**src/rtl/nhl_pkg.sv**
```systemverilog
// ----------------------------------------------------------------------------
// nhl_pkg
// Types, codes and constants shared by the nibble handshake link.
// ----------------------------------------------------------------------------
package nhl_pkg;

	localparam int MAX_NIBBLES = 8;

	// mode codes of an input item
	localparam logic [2:0] MODE_SAMPLE = 3'd0;
	localparam logic [2:0] MODE_NIBBLE = 3'd1;
	localparam logic [2:0] MODE_BYTE   = 3'd2;
	localparam logic [2:0] MODE_HALF   = 3'd3;
	localparam logic [2:0] MODE_WORD   = 3'd4;
	localparam logic [2:0] MODE_SYNC   = 3'd5;

	localparam logic [4:0] STROBE_BIT = 5'h10;

	// sync pattern: what we send and what the peer must answer
	localparam logic [3:0] SYNC_TX [4] = '{4'h0, 4'hF, 4'hA, 4'hE};
	localparam logic [3:0] SYNC_RX [4] = '{4'hF, 4'h0, 4'hE, 4'hA};

	typedef enum logic [2:0] {
		PH_IDLE = 3'b001,
		PH_RISE = 3'b010,
		PH_FALL = 3'b100
	} phase_t;

	typedef struct packed {
		logic [2:0]  mode;
		logic [31:0] send_value;
		logic        peer_strobe;
		logic [3:0]  peer_nibble;
	} in_item_t;

	typedef struct packed {
		logic [4:0]  port_drive;
		logic [31:0] received_value;
		logic        transfer_done;
		logic        link_busy;
	} out_item_t;

	typedef struct packed {
		phase_t      phase;
		logic [3:0]  nibbles_left;
		logic [31:0] send_shift;
		logic [31:0] receive_shift;
		logic        sync_active;
		logic [1:0]  sync_step;
		logic [4:0]  drive_reg;
	} link_state_t;

	localparam link_state_t STATE_RESET = '{
		phase:         PH_IDLE,
		nibbles_left:  4'd0,
		send_shift:    32'd0,
		receive_shift: 32'd0,
		sync_active:   1'b0,
		sync_step:     2'd0,
		drive_reg:     5'd0
	};

	// nibble count of a transfer mode, limited to MAX_NIBBLES and to 8
	function automatic logic [3:0] xfer_count(input logic [2:0] mode);
		int n;
		n = 1 << (int'(mode) - 1);
		if (n > MAX_NIBBLES)
			n = MAX_NIBBLES;
		if (n > 8)
			n = 8;
		if (n < 1)
			n = 1;
		return 4'(n);
	endfunction

	// left-align the low 4*n bits of the value
	function automatic logic [31:0] load_shift(input logic [31:0] value, input logic [3:0] n);
		logic [5:0] shamt;
		shamt = 6'(32 - 4 * int'(n));
		if (n >= 4'd8)
			return value;
		return value << shamt;
	endfunction

endpackage

```
**src/rtl/nhl_step.sv**
```systemverilog
// ----------------------------------------------------------------------------
// nhl_step
// One handshake step: next link state and the result for one item.
// ----------------------------------------------------------------------------
module nhl_step (
	input  nhl_pkg::in_item_t    item,
	input  nhl_pkg::link_state_t cur,
	output nhl_pkg::link_state_t nxt,
	output nhl_pkg::out_item_t   result
);

	logic       busy;
	logic       done;
	logic [3:0] own_nib;
	logic [3:0] cnt;
	logic [3:0] left_dec;

	assign busy     = (cur.phase == nhl_pkg::PH_RISE) || (cur.phase == nhl_pkg::PH_FALL);
	assign own_nib  = cur.sync_active ? nhl_pkg::SYNC_TX[cur.sync_step] : cur.send_shift[31:28];
	assign cnt      = nhl_pkg::xfer_count(item.mode);
	assign left_dec = cur.nibbles_left - 4'd1;

	always_comb begin
		nxt  = cur;
		done = 1'b0;
		case (item.mode) inside
			nhl_pkg::MODE_SYNC: begin
				if (!busy) begin
					nxt.receive_shift = '0;
					nxt.phase         = nhl_pkg::PH_RISE;
					nxt.sync_active   = 1'b1;
					nxt.sync_step     = 2'd0;
					nxt.nibbles_left  = 4'd0;
					nxt.send_shift    = '0;
				end
			end
			nhl_pkg::MODE_NIBBLE, nhl_pkg::MODE_BYTE, nhl_pkg::MODE_HALF,
			nhl_pkg::MODE_WORD: begin
				if (!busy) begin
					nxt.receive_shift = '0;
					nxt.phase         = nhl_pkg::PH_RISE;
					nxt.sync_active   = 1'b0;
					nxt.sync_step     = 2'd0;
					nxt.nibbles_left  = cnt;
					nxt.send_shift    = nhl_pkg::load_shift(item.send_value, cnt);
				end
			end
			nhl_pkg::MODE_SAMPLE: begin
				if (cur.phase == nhl_pkg::PH_RISE) begin
					if (item.peer_strobe) begin
						nxt.receive_shift = {cur.receive_shift[27:0], item.peer_nibble};
						nxt.drive_reg     = {1'b0, own_nib} | nhl_pkg::STROBE_BIT;
						nxt.phase         = nhl_pkg::PH_FALL;
					end
				end else if (cur.phase == nhl_pkg::PH_FALL && !item.peer_strobe) begin
					nxt.drive_reg = '0;
					if (cur.sync_active) begin
						// last captured nibble sits in the low bits
						if (cur.receive_shift[3:0] != nhl_pkg::SYNC_RX[cur.sync_step]) begin
							nxt.sync_step     = 2'd0;
							nxt.receive_shift = '0;
							nxt.phase         = nhl_pkg::PH_RISE;
						end else if (cur.sync_step == 2'd3) begin
							nxt.sync_step   = 2'd0;
							nxt.sync_active = 1'b0;
							nxt.phase       = nhl_pkg::PH_IDLE;
							done            = 1'b1;
						end else begin
							nxt.sync_step = cur.sync_step + 2'd1;
							nxt.phase     = nhl_pkg::PH_RISE;
						end
					end else begin
						nxt.send_shift   = {cur.send_shift[27:0], 4'h0};
						nxt.nibbles_left = left_dec;
						if (left_dec == 4'd0) begin
							nxt.phase = nhl_pkg::PH_IDLE;
							done      = 1'b1;
						end else begin
							nxt.phase = nhl_pkg::PH_RISE;
						end
					end
				end
			end
			default: begin
				// unused modes leave the state alone
			end
		endcase
	end

	assign result.port_drive     = nxt.drive_reg;
	assign result.received_value = nxt.receive_shift;
	assign result.transfer_done  = done;
	assign result.link_busy      = (nxt.phase == nhl_pkg::PH_RISE)
	                             || (nxt.phase == nhl_pkg::PH_FALL);

endmodule

```
**src/rtl/nibble_handshake_link.sv**
```systemverilog
// ----------------------------------------------------------------------------
// nibble_handshake_link
// Full-duplex nibble link with a strobe handshake, one step per item.
// ----------------------------------------------------------------------------
// Input channel (in_valid/in_ready/in_item): start items (1, 2, 4 or 8
// nibbles, or sync) and link samples of the peer port. Each sample works
// one handshake step. Output channel (out_valid/out_ready/out_item): one
// result per input item, in order: the port value to drive, the nibbles
// received so far, a done flag and the busy flag.
// The step logic sits between the input register and the result register.
// Throughput: one item per clock when not stalled; the link state lives in
// a single register updated by one pass of the step logic, so a sample can
// follow every cycle. A stalled receiver holds the result register; the
// input register then fills and in_ready drops until the result is taken.
// Reset (arst_n low) empties both registers, returns the link to idle and
// clears the drive value and the receive shift register.
// ----------------------------------------------------------------------------
module nibble_handshake_link (
	input  logic                clk,
	input  logic                arst_n,
	input  logic                in_valid,
	output logic                in_ready,
	input  nhl_pkg::in_item_t   in_item,
	output logic                out_valid,
	input  logic                out_ready,
	output nhl_pkg::out_item_t  out_item
);

	nhl_pkg::in_item_t    item_s1;
	logic                 valid_s1;
	nhl_pkg::link_state_t state_q;
	nhl_pkg::link_state_t state_nxt;
	nhl_pkg::out_item_t   result;
	nhl_pkg::out_item_t   out_q;
	logic                 out_valid_q;
	logic                 advance;

	assign advance  = !out_valid_q || out_ready;
	assign in_ready = !valid_s1 || advance;

	nhl_step u_step (
		.item   (item_s1),
		.cur    (state_q),
		.nxt    (state_nxt),
		.result (result)
	);

	always_ff @(posedge clk or negedge arst_n) begin
		if (!arst_n) begin
			valid_s1    <= 1'b0;
			out_valid_q <= 1'b0;
			state_q     <= nhl_pkg::STATE_RESET;
		end else begin
			if (in_ready)
				valid_s1 <= in_valid;
			if (advance) begin
				out_valid_q <= valid_s1;
				if (valid_s1)
					state_q <= state_nxt;
			end
		end
	end

	always_ff @(posedge clk) begin
		if (in_ready && in_valid)
			item_s1 <= in_item;
		if (advance && valid_s1)
			out_q <= result;
	end

	assign out_valid = out_valid_q;
	assign out_item  = out_q;

endmodule

```
**config.mk**
```make
export PLATFORM = sky130hd
export DESIGN_NAME = nibble_handshake_link
export DESIGN_NICKNAME = d
export VERILOG_FILES = /design/src/rtl/nhl_pkg.sv /design/src/rtl/nhl_step.sv /design/src/rtl/nibble_handshake_link.sv
export SDC_FILE = /design/constraint.sdc
export NUM_CORES = 1
export LEC_CHECK = 0
export BUFFER_PORTS_ARGS = -buffer_cell sky130_fd_sc_hd__buf_2
export CELL_PAD_IN_SITES_DETAIL_PLACEMENT = 1
export CELL_PAD_IN_SITES_GLOBAL_PLACEMENT = 2
export CORE_ASPECT_RATIO = 1.5
export CORE_MARGIN = 2
export CORE_UTILIZATION = 44
export DETAILED_ROUTE_END_ITERATION = 16
export PLACE_DENSITY = 0.89
export SLEW_MARGIN = 20
export SYNTH_ARGS = -nofsm -noshare
export SYNTH_HDL_FRONTEND = slang
export SYNTH_SLANG_ARGS = --single-unit
export TNS_END_PERCENT = 10
```
**constraint.sdc**
```tcl
create_clock -name clk -period 9.5 [get_ports clk]
set_clock_uncertainty 0.2 [all_clocks]
set_input_delay 1.9 -clock clk [delete_from_list [all_inputs] [get_ports clk]]
set_output_delay 1.9 -clock clk [all_outputs]
set_load 0.01 [all_outputs]
```
# == Word level (Yosys, flattened, before mapping) ==
# Cells that the tools add are included.
# totals
reg_bits,160
latchBits,0
mem_bits_rw,0
romBits,0
inputBits,44
output_inout_bits,41
memories,0
# classes
add_sub_neg,4
multipliers,0
div,0
order_cmp,5
n_eq_ne,15
shifts,2
n_mux,48
bitwise_logic,3
reduce_logical,21
# ops
cell,count
74-bit 2-to-1 mux,5
32-bit 2-to-1 mux,7
79-bit 2-to-1 mux,1
36-bit 2-to-1 mux,2
32-bit by 5-bit greater-than comparator with 1-bit output (second input constant),2
35-bit 2-to-1 mux,1
32-bit by 2-bit less-than comparator with 1-bit output (second input constant),1
1-bit by 32-bit << shifter with 32-bit output (first input constant),1
32-bit by 6-bit << shifter with 32-bit output,1
5-bit 2-to-1 mux,5
4-bit 2-to-1 mux,6
4-bit binary-select mux with 2-bit select,2
8-bit AND reduction,2
3-bit by 2-bit == test with 1-bit output (second input constant),4
3-bit == test (second input constant),4
2-bit 2-to-1 mux,6
1-bit 2-to-1 mux,10
3-bit 2-to-1 mux,3
3-bit nonzero test,3
8-bit OR reduction,1
7-bit AND reduction,1
6-bit subtractor (first input constant),1
4-bit greater-or-equal comparator (second input constant),1
4-bit logical NOT,1
18 further kinds,27

# == Depth between registers and ports, before layout ==
# logic_depth
ltp_word,19
mapped_depth,15

# == By module ==
# A second synthesis with hierarchy kept.
# hier_totals
hier_cells,823
area_unflattened_um2,9118.7
# modules_own_cells
module,n_inst,cells_each,area_each_um2,seq_area_each_um2
nibble_handshake_link,1,254,5435.2,4400.5
nhl_step,1,569,3683.5,0.0

# == Worst setup path after synthesis ==
# OpenSTA, ideal clock, no wires.
# synth_path
path_kind,input-to-reg
from,input port out_ready
to,register state_q[12] (netlist bit)
setup_time_ns,0.127
arrival_time_ns,4.006
required_time_ns,9.173
slack_ns,5.167
stages,5
n_path_buf,1
path_cell_list,nand2b_1 nand2_1 inv_1 clkbuf_1 mux2_2
# synth_between
elab_chain_len,2
# synth_rtl
element,line_no,rtl
from (decl),nibble_handshake_link.sv:25,"input logic out_ready,"
1-bit logical OR,nibble_handshake_link.sv:38,assign advance = !out_valid_q || out_ready;
2-bit AND reduction (no line),-,
to (signal assigned),nibble_handshake_link.sv:52,state_q <= nhl_pkg::STATE_RESET;
to (signal assigned),nibble_handshake_link.sv:59,state_q <= state_nxt;
to (decl),nibble_handshake_link.sv:31,nhl_pkg::link_state_t state_q;
# No other way between the ends.
# A chain may end at the register's enable or synchronous reset.

# == Final worst setup path ==
# layout_path
from,register item_s1[37] (netlist bit)
to,register state_q[65] (netlist bit)
# layout_between
elab_chain_len,17
elab_cells_between_ends,33
classes_between,2 x add/sub; 4 x order compare; 9 x eq/ne; 2 x shift; 11 x mux; 5 x reduce/logical
# layout_rtl
element,line_no,rtl
from (decl),nibble_handshake_link.sv:29,nhl_pkg::in_item_t item_s1;
from (signal assigned),nibble_handshake_link.sv:66,item_s1 <= in_item;
branches (longest 17 deep; another with 32-bit by 5-bit greater-than comparator with 1-bit output),-,
# Parallel ways; which one is timed is not known. The select of a mux whose other input is x is not followed.

==> out/metrics.cfg <==
[critical_path]
cpMaxStageDelayCell=nor2_1
cp-start-kind=flop
cpPeakStageDelay_ns=0.86
crit_type=flop to flop
critPathBufInv=3
end_kind=flop
cp.arrival_ns=5.04
cp_max_fo=26
cp.required_ns=9.66
path_cells=inv_1 -> ha_1 -> or2_2 -> o2111ai_1 -> and4_4 -> or2_1 -> buf_4 -> inv_6 -> ha_1 -> xnor2_1 -> nand2_1 -> nor2_1 -> a221oi_1 -> nand2_1
critPathTopFamily=simple AND/OR/NAND/NOR gates

[clocking]
cts_buffers=17
cts_tree=built
clk_pin_slew_ns=0.06
ctsLongestPathBuffers=2
cts_root_buffer=clkbuf_16
cts.htree.levels=4
cts_setup_buffers=0
clkLatencyLatePin_ns=0.43
clock-sinks=160
cts_resized=0
cts_hold_buf=0

[route]
post_drt_wl_per_cell_um=20.8
drt_wl_total_um=18900
via_count=5538
vias_per_cell=6.09
dr.pass1.iters=5
ant_nets=0
drt_iter0_drc=363
drc=0

[placed_design]
hpwl_um=13200
port-buffer-count=84
pre_cts_ws_ns=4.47
gp_congestion=0.887

[finish]
drive_gt1_share_pct=28.0
nNetsFinal=740
antennaDiodeCount=0
synthToLayoutAreaGrowth_pct=15.1
fillers=1796
finish.utilization_pct=51.7

[power_and_ir_drop]
p_leak_uw=0.00372
peakVddDrop_mv=0.122
power_density_nw_per_um2=230

[global_routing]
grt_first_pass_wirelength_um=31300
grt_pass1_vias=5915
grt_remaining_overflow=0
grt_usage_pct=21.1
grt_start_max_net_pins=74
antenna_found_initial=0

[run]
maxCapViolations=0

[timing]
timing.final.hold_violations=0
drv_slew=0
setup_tns_ns=0
fin_crit_sh_pct=51.4
setup_ws_ns=4.62
tightest_slew_ns=1.08
rsz0062_at_grt=no
post-route-min-period_ns=4.88
setup-violations-final=0
fmax_mhz=205
relSlewSlack_pct=27.4

[die]
die_w_um=112
std_cell_rows=59
fp.dieH_um=167
start_util_pct=44.9
die_area_um2=18700
ios=85
coreArea_um2=17300

[yosys]
seq_area_frac_synth_pct=56.8
synth_fp_nets=665
async_flop_share_pct=50.6
synth-edff-count=79
synth.avg_cell_area_um2=12.8
netlist_instances=608
netlist_area_um2=7750
synth-main-ff-cell=dfrtp_1
yosysWarnings=0
synth_cell_types=70
ys_ff_latch=160

[status]
outcome=finished clean

[worst_hold_path]
min_path_type=flop to flop

-- worst register-to-register path, stage by stage (launching register included) --
cell	delay (ns)
edfxtp_1	0.48
inv_1	0.13
ha_1	0.33
or2_2	0.30
o2111ai_1	0.20
and4_4	0.32
or2_1	0.10
buf_4	0.38
inv_6	0.13
ha_1	0.24
xnor2_1	0.50
nand2_1	0.24
nor2_1	0.86
a221oi_1	0.25
nand2_1	0.13
-- cell type report --
type	instances	area (um2)	share of cell area, %
Clock buffer	18	429	4.81
Clock inverter	14	158	1.77
Inverter	14	57.6	0.645
Multi-Input combinational cell	397	3130	35.0
Sequential cell	160	4400	49.3
Tap cell	213	267	2.99
Timing Repair Buffer	93	490	5.49
-- sequential cells by signal (all words and copies together), names as in the netlist --
signal / cells
out_item: 39
item_s1: 40
state_q: 79
out_valid: 1
valid_s1: 1
-- synthesized netlist by cell type (3+ instances only) --
master	count	area (um2)
a21oi_1	15	75.1
buf_2	8	40.0
buf_1	4	15.0
a22oi_1	17	128
a221o_1	4	40.0
nor2_1	35	131
a211oi_1	5	37.5
clkbuf_1	21	78.8
or2_2	3	18.8
o221ai_1	4	35.0
mux4_2	15	338
nor2b_1	3	18.8
nand2b_1	8	50.1
mux2_2	41	462
nand2_1	51	191
and2_1	4	25.0
a221oi_1	4	35.0
o31ai_1	5	37.5
xor2_1	3	26.3
mux2i_1	14	140
dfrtp_1	80	2000
xnor2_1	3	26.3
a22o_1	42	368
o21ai_0	20	100
o21a_1	3	22.5
ha_1	13	163
a32oi_1	4	35.0
inv_1	13	48.8
o22ai_1	3	18.8
a222oi_1	12	120
nand3_1	16	80.1
edfxtp_1	79	2370
nor3_1	8	40.0
buf_6	3	33.8
-- metal layers --
layer	up-vias	GRT usage [%]	part of all wire [%]
met5	-	0	0
met4	0	8.75	3.0
met3	38	4.95	4.7
met2	185	37.7	54
met1	2816	24.0	38
li1	2499	-	-
-- per-stage QoR --
stage | std cells | area, um2 | hold WS [ns] | total power [uW]
finish | 909 | 8930 | 0.281 | 2050
global route | 909 | 8930 | 0.325 | 2160
CTS | 909 | 8930 | 0.291 | 2070
detailed placement | 877 | 8340 | 0.277 | 1390
global placement | 877 | 8340 | 0.256 | 1360
floorplan | 608 | 7750 | 0.239 | 1240
-- path summary, 6_finish.rpt --
path | cells past startpoint | to | start | slack, ns
worst max-delay path | 14 | state_q[65] | item_s1[37] | 4.62
worst min register to register | 2 | state_q[4] | state_q[4] | 0.28
worst min-delay path | 2 | state_q[4] | state_q[4] | 0.28
min in group asynchronous | 1 | out_valid | arst_n | 1.09
worst max register to register | 14 | state_q[65] | item_s1[37] | 4.62
max in group asynchronous | 2 | state_q[10] | arst_n | 6.83
-- cell usage in the layout, fill, tap and decap left out, types with 8 or more instances in the layout --
cell and n:
mux2_2 41, o21ai_0 20, inv_1 12, nand2b_1 8, mux2i_1 14, ha_1 13
dfrtp_1 80, clkbuf_16 17, nand3_1 16, nor3_1 8, a21oi_1 15, mux4_2 15
a222oi_1 12, a22oi_1 17, buf_4 10, a22o_1 42, nand2_1 51, buf_2 83
edfxtp_1 79, nor2_1 35
-- report_power, final --
part | internal [uW] | switching, uW | total, uW
Sequential | 831 | 76.7 | 908
Clock | 391 | 286 | 677
Combinational | 189 | 279 | 468
-- cells by family (layout without fill, tap and decap cells) --
logic type	Yosys count	in the layout	synth area share [%]
AOI/OAI and AO/OA	161	161	16.2
DFF	160	160	56.8
and+or+nand+nor	146	146	8.94
muxes	70	70	12.1
buffers and inverters	51	139	3.00
adders and majority gates	13	13	2.10
xor gates and xnor gates	7	7	0.888
No activity file was read; power rests on OpenSTA's default activity.
